### src/rtl/core/sfa_pkg.sv
// Package for the segregated-fit allocator: sizes, header and payload types,
// the sequencer state type and the size-class function.
// Used by every module under rtl/core; depends on nothing.
package sfa_pkg;

   localparam int POOL_BYTES   = 32768;
   localparam int NUM_BINS     = 5;
   localparam int HEADER_BYTES = 32;
   localparam int LIMIT_REGS   = 4;
   localparam int SLOTS        = POOL_BYTES / 4;

   localparam int IDX_W   = $clog2(SLOTS);
   localparam int SIZE_W  = $clog2(POOL_BYTES);
   localparam int NEED_W  = 17;
   localparam int OFF_W   = IDX_W + 5;
   localparam int VIS_W   = IDX_W + 1;
   localparam int BIN_W   = $clog2(NUM_BINS);
   localparam int CLS_W   = $clog2(NUM_BINS + 1);
   localparam int LIM_W   = 16;
   localparam int CSR_IDX_W = $clog2(LIMIT_REGS);

   localparam logic [SIZE_W-1:0] INIT_SIZE = SIZE_W'(POOL_BYTES - HEADER_BYTES);

   localparam logic OP_ALLOC = 1'b0;
   localparam logic OP_FREE  = 1'b1;
   localparam logic ST_DONE  = 1'b0;
   localparam logic ST_NOFIT = 1'b1;

   typedef logic [LIMIT_REGS-1:0][LIM_W-1:0] lim_arr_type;

   typedef struct packed {
      logic                operation;
      logic [15:0]         request_size;
      logic [14:0]         free_address;
   } req_type;

   typedef struct packed {
      logic                status;
      logic [14:0]         payload_address;
   } rsp_type;

   typedef struct packed {
      logic [SIZE_W-1:0]   size;
      logic                is_free;
      logic                has_next;
      logic                has_prev;
      logic [IDX_W-1:0]    next;
      logic [IDX_W-1:0]    prev;
   } hdr_type;

   typedef struct packed {
      logic                we;
      logic                re;
      logic [IDX_W-1:0]    addr;
      hdr_type             wdata;
   } mem_req_type;

   typedef enum logic [3:0] {
      S_INIT, S_IDLE, S_A_HEAD, S_A_CHK, S_A_UPRV, S_A_WPRV, S_A_UNXT,
      S_A_WNXT, S_A_UHEAD, S_A_WB, S_F_CHK, S_P_START, S_P_WHEAD,
      S_P_WNEW, S_RESP
   } st_type;

   // First class whose limit holds the size, else the last class.
   function automatic logic [CLS_W-1:0] class_of(logic [NEED_W-1:0] s,
                                                 lim_arr_type lim);
      logic [CLS_W-1:0] c;
      c = CLS_W'(NUM_BINS - 1);
      for (int i = LIMIT_REGS - 1; i >= 0; i--) begin
         if (i < NUM_BINS - 1 && s <= NEED_W'(lim[i])) c = CLS_W'(i);
      end
      return c;
   endfunction

endpackage

### src/rtl/core/sfa_seq.sv
// Allocation sequencer: walks the class lists, unlinks, splits and pushes
// blocks by read-modify-write on the header store; holds the class heads.
// Depends on sfa_pkg.
module sfa_seq (
   input  logic                   clock,
   input  logic                   reset,
   input  sfa_pkg::lim_arr_type   lim,
   input  logic                   req_valid,
   output logic                   req_ready,
   input  sfa_pkg::req_type       req_data,
   output logic                   res_valid,
   input  logic                   res_take,
   output sfa_pkg::rsp_type       res_data,
   output sfa_pkg::mem_req_type   mem_req,
   input  sfa_pkg::hdr_type       rd_data
);

   localparam int IW = sfa_pkg::IDX_W;
   localparam int SW = sfa_pkg::SIZE_W;
   localparam int NW = sfa_pkg::NEED_W;
   localparam int OW = sfa_pkg::OFF_W;

   sfa_pkg::st_type          state_ff, state_in;
   logic [NW-1:0]            need_ff, need_in;
   logic [sfa_pkg::CLS_W-1:0] cls_ff, cls_in, pcls_ff, pcls_in;
   logic [sfa_pkg::VIS_W-1:0] visits_ff, visits_in;
   logic [IW-1:0]            cur_ff, cur_in, nidx_ff, nidx_in;
   logic [IW-1:0]            push_idx_ff, push_idx_in;
   logic [SW-1:0]            push_size_ff, push_size_in, nsize_ff, nsize_in;
   logic                     split_ff, split_in;
   sfa_pkg::hdr_type         b_ff, b_in;
   logic                     status_ff, status_in;
   logic [14:0]              addr_ff, addr_in;
   logic [IW-1:0]            head_ff [sfa_pkg::NUM_BINS];
   logic                     head_ok_ff [sfa_pkg::NUM_BINS];
   logic                     head_we, head_ok_wr;
   logic [IW-1:0]            head_wr;
   logic [sfa_pkg::BIN_W-1:0] head_sel, head_wsel;
   logic [IW-1:0]            head_q;
   logic                     head_ok_q;

   // Request decode, split arithmetic on the chosen block and class lookups.
   logic [SW-1:0]            rem;
   logic [OW-1:0]            noff;
   logic [OW-1:0]            nidx_w;
   logic [NW-1:0]            need_req;
   logic [14:0]              foff;
   logic                     fvalid;
   logic [sfa_pkg::CLS_W-1:0] cb, pc;

   assign head_q    = head_ff[head_sel];
   assign head_ok_q = head_ok_ff[head_sel];

   always_comb begin
      need_req = ({1'b0, req_data.request_size} + NW'(3)) & ~NW'(3);
      foff     = req_data.free_address - 15'(sfa_pkg::HEADER_BYTES);
      fvalid   = req_data.free_address != 15'd0
              && req_data.free_address >= 15'(sfa_pkg::HEADER_BYTES)
              && foff[1:0] == 2'b00
              && (foff >> 2) < 15'(sfa_pkg::SLOTS);
      rem      = b_ff.size - need_ff[SW-1:0];
      noff     = (OW'(cur_ff) << 2) + OW'(sfa_pkg::HEADER_BYTES) + OW'(need_ff);
      nidx_w   = noff >> 2;
      cb       = sfa_pkg::class_of(NW'(b_ff.size), lim);
      pc       = sfa_pkg::class_of(NW'(push_size_ff), lim);
   end

   always_comb begin
      state_in     = state_ff;
      need_in      = need_ff;
      cls_in       = cls_ff;
      pcls_in      = pcls_ff;
      visits_in    = visits_ff;
      cur_in       = cur_ff;
      nidx_in      = nidx_ff;
      push_idx_in  = push_idx_ff;
      push_size_in = push_size_ff;
      nsize_in     = nsize_ff;
      split_in     = split_ff;
      b_in         = b_ff;
      status_in    = status_ff;
      addr_in      = addr_ff;
      head_we      = 1'b0;
      head_wr      = '0;
      head_ok_wr   = 1'b0;
      head_wsel    = '0;
      head_sel     = cls_ff[sfa_pkg::BIN_W-1:0];
      mem_req      = '0;
      req_ready    = 1'b0;
      res_valid    = 1'b0;
      unique case (state_ff)
         sfa_pkg::S_INIT: begin
            mem_req.we            = 1'b1;
            mem_req.addr          = '0;
            mem_req.wdata.size    = sfa_pkg::INIT_SIZE;
            mem_req.wdata.is_free = 1'b1;
            state_in              = sfa_pkg::S_IDLE;
         end
         sfa_pkg::S_IDLE: begin
            req_ready = 1'b1;
            if (req_valid) begin
               status_in = sfa_pkg::ST_DONE;
               addr_in   = '0;
               if (req_data.operation == sfa_pkg::OP_ALLOC) begin
                  need_in   = need_req;
                  cls_in    = sfa_pkg::class_of(need_req, lim);
                  visits_in = '0;
                  state_in  = sfa_pkg::S_A_HEAD;
               end else if (fvalid) begin
                  push_idx_in  = IW'(foff >> 2);
                  mem_req.re   = 1'b1;
                  mem_req.addr = IW'(foff >> 2);
                  state_in     = sfa_pkg::S_F_CHK;
               end else begin
                  state_in = sfa_pkg::S_RESP;
               end
            end
         end
         sfa_pkg::S_A_HEAD: begin
            if (cls_ff >= sfa_pkg::CLS_W'(sfa_pkg::NUM_BINS)) begin
               status_in = sfa_pkg::ST_NOFIT;
               state_in  = sfa_pkg::S_RESP;
            end else if (head_ok_q) begin
               cur_in       = head_q;
               mem_req.re   = 1'b1;
               mem_req.addr = head_q;
               state_in     = sfa_pkg::S_A_CHK;
            end else begin
               cls_in = cls_ff + 1'b1;
            end
         end
         sfa_pkg::S_A_CHK: begin
            if (visits_ff >= sfa_pkg::VIS_W'(sfa_pkg::SLOTS)) begin
               status_in = sfa_pkg::ST_NOFIT;
               state_in  = sfa_pkg::S_RESP;
            end else begin
               visits_in = visits_ff + 1'b1;
               if (rd_data.is_free && NW'(rd_data.size) >= need_ff) begin
                  b_in     = rd_data;
                  state_in = sfa_pkg::S_A_UPRV;
               end else if (rd_data.has_next) begin
                  cur_in       = rd_data.next;
                  mem_req.re   = 1'b1;
                  mem_req.addr = rd_data.next;
               end else begin
                  cls_in   = cls_ff + 1'b1;
                  state_in = sfa_pkg::S_A_HEAD;
               end
            end
         end
         sfa_pkg::S_A_UPRV: begin
            if (b_ff.has_prev) begin
               mem_req.re   = 1'b1;
               mem_req.addr = b_ff.prev;
               state_in     = sfa_pkg::S_A_WPRV;
            end else begin
               state_in = sfa_pkg::S_A_UNXT;
            end
         end
         sfa_pkg::S_A_WPRV: begin
            mem_req.we             = 1'b1;
            mem_req.addr           = b_ff.prev;
            mem_req.wdata          = rd_data;
            mem_req.wdata.has_next = b_ff.has_next;
            mem_req.wdata.next     = b_ff.next;
            state_in               = sfa_pkg::S_A_UNXT;
         end
         sfa_pkg::S_A_UNXT: begin
            if (b_ff.has_next) begin
               mem_req.re   = 1'b1;
               mem_req.addr = b_ff.next;
               state_in     = sfa_pkg::S_A_WNXT;
            end else begin
               state_in = sfa_pkg::S_A_UHEAD;
            end
         end
         sfa_pkg::S_A_WNXT: begin
            mem_req.we             = 1'b1;
            mem_req.addr           = b_ff.next;
            mem_req.wdata          = rd_data;
            mem_req.wdata.has_prev = b_ff.has_prev;
            mem_req.wdata.prev     = b_ff.prev;
            state_in               = sfa_pkg::S_A_UHEAD;
         end
         sfa_pkg::S_A_UHEAD: begin
            // The head is matched under the class of the original size.
            head_sel = cb[sfa_pkg::BIN_W-1:0];
            if (head_ok_q && head_q == cur_ff) begin
               head_we    = 1'b1;
               head_wsel  = cb[sfa_pkg::BIN_W-1:0];
               head_wr    = b_ff.next;
               head_ok_wr = b_ff.has_next;
            end
            split_in     = rem > SW'(sfa_pkg::HEADER_BYTES + 4)
                        && nidx_w < OW'(sfa_pkg::SLOTS);
            nidx_in      = IW'(nidx_w);
            nsize_in     = rem - SW'(sfa_pkg::HEADER_BYTES);
            addr_in      = 15'((OW'(cur_ff) << 2) + OW'(sfa_pkg::HEADER_BYTES));
            // Re-read the block: unlinking may have touched its own links.
            mem_req.re   = 1'b1;
            mem_req.addr = cur_ff;
            state_in     = sfa_pkg::S_A_WB;
         end
         sfa_pkg::S_A_WB: begin
            mem_req.we            = 1'b1;
            mem_req.addr          = cur_ff;
            mem_req.wdata         = rd_data;
            mem_req.wdata.is_free = 1'b0;
            if (split_ff) begin
               mem_req.wdata.size = need_ff[SW-1:0];
               push_idx_in        = nidx_ff;
               push_size_in       = nsize_ff;
               state_in           = sfa_pkg::S_P_START;
            end else begin
               state_in = sfa_pkg::S_RESP;
            end
         end
         sfa_pkg::S_F_CHK: begin
            if (rd_data.is_free) begin
               state_in = sfa_pkg::S_RESP;
            end else begin
               push_size_in = rd_data.size;
               state_in     = sfa_pkg::S_P_START;
            end
         end
         sfa_pkg::S_P_START: begin
            head_sel = pc[sfa_pkg::BIN_W-1:0];
            pcls_in  = pc;
            if (head_ok_q) begin
               mem_req.re   = 1'b1;
               mem_req.addr = head_q;
               state_in     = sfa_pkg::S_P_WHEAD;
            end else begin
               state_in = sfa_pkg::S_P_WNEW;
            end
         end
         sfa_pkg::S_P_WHEAD: begin
            head_sel               = pcls_ff[sfa_pkg::BIN_W-1:0];
            mem_req.we             = 1'b1;
            mem_req.addr           = head_q;
            mem_req.wdata          = rd_data;
            mem_req.wdata.has_prev = 1'b1;
            mem_req.wdata.prev     = push_idx_ff;
            state_in               = sfa_pkg::S_P_WNEW;
         end
         sfa_pkg::S_P_WNEW: begin
            head_sel               = pcls_ff[sfa_pkg::BIN_W-1:0];
            mem_req.we             = 1'b1;
            mem_req.addr           = push_idx_ff;
            mem_req.wdata.size     = push_size_ff;
            mem_req.wdata.is_free  = 1'b1;
            mem_req.wdata.has_next = head_ok_q;
            mem_req.wdata.next     = head_q;
            head_we                = 1'b1;
            head_wsel              = pcls_ff[sfa_pkg::BIN_W-1:0];
            head_wr                = push_idx_ff;
            head_ok_wr             = 1'b1;
            state_in               = sfa_pkg::S_RESP;
         end
         sfa_pkg::S_RESP: begin
            res_valid = 1'b1;
            if (res_take) state_in = sfa_pkg::S_IDLE;
         end
         default: state_in = sfa_pkg::S_IDLE;
      endcase
   end

   assign res_data.status          = status_ff;
   assign res_data.payload_address = addr_ff;

   always_ff @(posedge clock) begin
      if (reset) begin
         state_ff <= sfa_pkg::S_INIT;
         for (int i = 0; i < sfa_pkg::NUM_BINS; i++) begin
            head_ff[i]    <= '0;
            head_ok_ff[i] <= (i == sfa_pkg::NUM_BINS - 1);
         end
      end else begin
         state_ff <= state_in;
         if (head_we) begin
            head_ff[head_wsel]    <= head_wr;
            head_ok_ff[head_wsel] <= head_ok_wr;
         end
      end
   end

   always_ff @(posedge clock) begin
      need_ff      <= need_in;
      cls_ff       <= cls_in;
      pcls_ff      <= pcls_in;
      visits_ff    <= visits_in;
      cur_ff       <= cur_in;
      nidx_ff      <= nidx_in;
      push_idx_ff  <= push_idx_in;
      push_size_ff <= push_size_in;
      nsize_ff     <= nsize_in;
      split_ff     <= split_in;
      b_ff         <= b_in;
      status_ff    <= status_in;
      addr_ff      <= addr_in;
   end

   // The store has one port: never a read and a write in the same cycle.
   a_one_port: assert property (@(posedge clock) disable iff (reset)
      !(mem_req.we && mem_req.re))
      else $error("header store read and written in one cycle");

   // A result that waits keeps its value until it is taken.
   a_res_hold: assert property (@(posedge clock) disable iff (reset)
      res_valid && !res_take |=> res_valid && $stable(res_data))
      else $error("pending result changed");

   // A no-fit result never carries an address.
   a_nofit_addr: assert property (@(posedge clock) disable iff (reset)
      res_valid && res_data.status == sfa_pkg::ST_NOFIT
         |-> res_data.payload_address == 15'd0)
      else $error("no-fit result with an address");

   // The walk never goes past its visit bound.
   a_visits: assert property (@(posedge clock) disable iff (reset)
      state_ff == sfa_pkg::S_A_CHK |-> visits_ff <= sfa_pkg::VIS_W'(sfa_pkg::SLOTS))
      else $error("visit count past bound");

endmodule

### config.mk
export PLATFORM = sky130hd
export DESIGN_NAME = sfa_seq
export DESIGN_NICKNAME = d
export VERILOG_FILES = /design/src/rtl/core/sfa_pkg.sv /design/src/rtl/core/sfa_seq.sv
export SDC_FILE = /design/constraint.sdc
export NUM_CORES = 1
export LEC_CHECK = 0
export BUFFER_PORTS_ARGS = -buffer_cell sky130_fd_sc_hd__buf_2
export CAP_MARGIN = 20
export CORE_UTILIZATION = 39
export CTS_CLUSTER_DIAMETER = 120
export DETAILED_ROUTE_END_ITERATION = 10
export GPL_TIMING_DRIVEN = 0
export SYNTH_ARGS = -nofsm -noshare
export SYNTH_HDL_FRONTEND = slang
export SYNTH_SLANG_ARGS = --single-unit
### constraint.sdc
create_clock -name clock -period 16.95 [get_ports clock]
set_input_delay 0.8475 -clock clock [delete_from_list [all_inputs] [get_ports clock]]
set_output_delay 0.8475 -clock clock [all_outputs]
set_load 0.1 [all_outputs]
# Yosys cells after proc, flatten, opt, wreduce, memory -nomap -nowiden
# Memories as Yosys holds them, arrays and structs flattened.
# Cells that the tools add are included.
[classes]
mux = 100
bitwise_logic = 2
n_reduce_logical = 33
order_cmp = 19
add_sub_neg = 8
n_eq_ne = 33
[ops]
columns = ["cell", "n"]
rows = [
  ["14-bit two-way mux", 13],
  ["13-bit two-way mux", 11],
  ["13-bit one-hot mux with 11 select lines", 1],
  ["15-bit by 16-bit less-or-equal comparator with 1-bit output", 8],
  ["13-bit one-hot mux with 2 select lines", 3],
  ["13-bit one-hot mux with 3 select lines", 2],
  ["3-bit two-way mux", 25],
  ["17-bit by 16-bit less-or-equal comparator with 1-bit output", 4],
  ["16-bit one-hot mux with 4 select lines", 1],
  ["15-bit two-way mux", 4],
  ["15-bit one-hot mux with 2 select lines", 2],
  ["4-bit one-hot mux with 14 select lines", 1],
  ["4-bit two-way mux", 9],
  ["2-bit != test, second input constant", 16],
  ["15-bit by 6-bit subtractor with 15-bit output, second input constant", 2],
  ["4-bit == test, second input constant", 7],
  ["14-bit one-hot mux with 2 select lines", 1],
  ["18-bit by 17-bit adder with 18-bit output", 1],
  ["3-bit one-hot mux with 3 select lines", 2],
  ["16-bit by 2-bit adder with 17-bit output, second input constant", 1],
  ["15-bit by 17-bit >= comparator with 1-bit output", 1],
  ["1-bit two-way mux", 17],
  ["15-bit by 6-bit adder with 16-bit output, second input constant", 1],
  ["4-bit by 3-bit == test with 1-bit output, second input constant", 4],
  ["37 further kinds", 58],
]
[word_totals]
reg_bits = 168
elab_cells = 215
memories = 2
out_inout_bits = 77
in_bits = 144
mem_bits_rw = 70
[memory_table]
columns = ["name", "depth", "width", "rd", "rd_ports_with_merged_regs", "wr", "line", "source"]
rows = [
  ["head_ff", 5, 13, 1, 0, 5, "sfa_seq.sv:34", "logic [IW-1:0] head_ff [sfa_pkg::NUM_BINS];"],
  ["head_ok_ff", 5, 1, 1, 0, 5, "sfa_seq.sv:35", "logic head_ok_ff [sfa_pkg::NUM_BINS];"],
]

# Logic depth before layout (Yosys ltp)
# An unclocked memory read counts as a cell.
[depth]
word_depth = 16
depth_mapped = 20

# Least setup slack after synthesis
# OpenSTA, ideal clock, no wires.
[synth_timing]
path_type = "input-to-output"
startpoint = "input lim[9] in the netlist's numbering"
endpoint = "output mem_req[13] in the netlist's numbering"
t_required_ns = 16.102
arrival_ns = 5.715
stages = 14
slack_ns = 10.387
path_buffers = 1
path_cell_list = "inv_1 -> ha_1 -> a21o_1 -> a21o_1 -> a221o_1 -> a221oi_2 -> nor2_1 -> a221oi_4 -> o21ai_2 -> clkbuf_1 -> a2111oi_0 -> a211oi_1 -> and2_1 -> o21ai_0"
[synth_lines]
columns = ["item", "line", "source"]
rows = [
  ["start, declared", "sfa_seq.sv:7", "input sfa_pkg::lim_arr_type lim,"],
  ["end, declared", "sfa_seq.sv:14", "output sfa_pkg::mem_req_type mem_req,"],
]

==> out/metrics.cfg <==
[clocking]
numCtsBuffers = 31
cts_tree = built
cts_root_buf = clkbuf_16
cts-hold-fix-buffers = 0
post-cts-setup-buffers = 0
clock_latency_ps = 590
clk_pin_slew_ps = 70
cts_resized = 0
cts_max_level = 1
cts_sinks = 278
clock_path_buffers = 3

[floorplan]
core-area_um2 = 50270
initial_core_util_pct = 39.59
io_pins = 221
die_w_um = 227.9
fp.dieH_um = 227.9
num_rows = 82
die-area_um2 = 51940

[placement]
io_buffers = 217
dp_cells = 2956
place_hpwl_um = 59300
place_area_um2 = 21950
gp_congestion = 0.9882

[yosys]
async_flop_share_pct = 0
synth-edff-count = 273
yosys_warnings = 0
yosys.area.top_type_share_pct = 41.19
synth_top_area_cell = edfxtp_1
synthTopCellsByArea = edfxtp_1, ha_1, nor2_1
synth.distinct_cells = 85
ys_ff_latch = 278
ys_seq_area_share_pct = 41.69
syn_avg_cell_area_um2 = 9.680
synth_flop_cell = edfxtp_1
syn_area_um2 = 19900
synthTopCellsByCount = edfxtp_1, ha_1, nor2_1, nand2_1, inv_1
synthCells = 2056
synth_most_common_cell = edfxtp_1

[power_and_ir_drop]
cellLeakagePower_nw = 9.623
power_density_nw_per_um2 = 141.7
ir_worst_vdd_uv = 174.8

[cells_and_area]
final_layout_size_suffix_gt1_share_pct = 15.67
syn_to_final_growth_pct = 15.59
register_area_um2 = 8298
nets = 2688
multi_input_area_um2 = 10670
stdcell_count = 3014
n_antenna_cell = 0
final_area_um2 = 23010
nFillCells = 4906

[global_routing]
grt_pass1_wl_um = 109400
antenna_found_initial = 1
grt_max_degree = 36
overflow = 0
grt_util_all_layers_pct = 27.76
grt_pass1_vias = 17470

[sta]
clock_skew_ps = 12.86
tns_ps = 0
max_slew_margin_pct = 21.46
slew_viol_final = 0
tightest_slew_ps = 1178
period_needed_ps = 7587
period_share_pct = 44.76
hold-worst-slack_ps = 461.9
final_hold_viol_count = 0
finalSetupViolCount = 0
fmax_ghz = 0.1318
rsz0062_at_grt = no

[detailed_routing]
via_per_inst = 6.073
ant_nets = 0
first_iter_violations = 2327
routedWlPerCell_um = 24.53
num_vias = 18300
wirelength_um = 73920
drc = 0
drt-pass1-iter-count = 7

[hold_path]
hold_class = input port to flip-flop
min_from = rd_data[8]

[run_status]
status = completed

[critical_path]
reg2reg_from = state_ff[0]
worstPathRequired_ps = 16100
start_kind = flip-flop
cp_max_fo = 10
crit_path_end_kind = output pin
critPathArrivalTime_ps = 6740
crit_path_start = b_ff[42]
critical_path_class = flip-flop to output pin

[job]
max_cap_violations = 0

## per-layer routing
metal  up-vias  GRT usage [%]  share of wire [%]
met5         -              0              0.015
met1      8862          38.99                 43
met2      1030          43.96                 44
li1       8282              -                  -
met3       128          4.538                9.7
met4         2          7.907                3.0
## critical path, stage by stage, from the launching register on
cell and delay (ps):
edfxtp_1 590, ha_1 380, a211oi_1 240, o32ai_1 120, nor2_1 340, or3b_1 440, and2_1 210, a211oi_2 580
or2_1 180, buf_2 160, a211o_1 220, a21oi_1 90, a2111oi_2 840, a21oi_1 200, nor2_1 370, clkbuf_1 500
o211ai_1 290, buf_2 370
## cell type report
cell class	count	share of cell area, %
Multi-Input combinational cell	1532	46.36
Inverter	158	2.578
Buffer	89	1.642
Clock inverter	25	1.148
Clock buffer	32	3.388
Sequential cell	278	36.07
Timing Repair Buffer	228	5.156
Tap cell	672	3.655
## stage by stage
stage / total power, mW / worst slack, ps / utilization (%)
final: 3.259 / 9363 / 45.76
after global routing: 3.377 / 9091 / 45.76
after CTS: 3.234 / 9497 / 45.75
after detailed placement: 2.531 / 9249 / 43.67
after global placement: 2.511 / 7720 / 43.43
after floorplan: 2.094 / 10390 / -
## registers in the layout (all words and copies together), names as in the netlist
signal	cells
addr_ff	13
b_ff	43
cls_ff	3
cur_ff	13
head_ff	104
head_ok_ff	8
need_ff	15
nidx_ff	13
nsize_ff	15
pcls_ff	3
push_idx_ff	13
push_size_ff	15
split_ff	1
state_ff	4
status_ff	1
visits_ff	14
## worst paths after layout
path | to | slack, ps | cells past startpoint
worst min-delay path | b_ff[8] | 460 | 1
worst min register to register | push_idx_ff[0] | 510 | 2
worst max register to register | head_ff[1][4] | 9380 | 19
worst max-delay path | mem_req[45] | 9360 | 17
## cells by family after synthesis
family	after synthesis	synth area share, %
and+or+nand+nor	644	15.68
buffers and inverters	247	4.878
xor gates and xnor gates	60	2.640
muxes	19	1.069
DFF	278	41.69
adders and majority gates	226	14.28
other	1	0.01884
AOI/OAI and AO/OA	581	19.74
## power by group
part | switching [mW] | internal [mW] | leakage [nW]
Clock | 0.297 | 0.410 | 0.506
Combinational | 1.23 | 0.386 | 6.41
Sequential | 0.0739 | 0.862 | 2.71
Total | 1.60 | 1.66 | 9.62
## layout by cell type, fill, tap and decap left out, types with 41 or more instances in the layout
cell type,n
edfxtp_1,273
buf_2,233
ha_1,224
nor2_1,205
nand2_1,172
inv_1,155
a21oi_1,132
o21ai_0,130
clkbuf_1,64
nand3_1,47
nand4_1,47
a21o_1,41
and3_1,41
(Power assumes the default switching activity.)
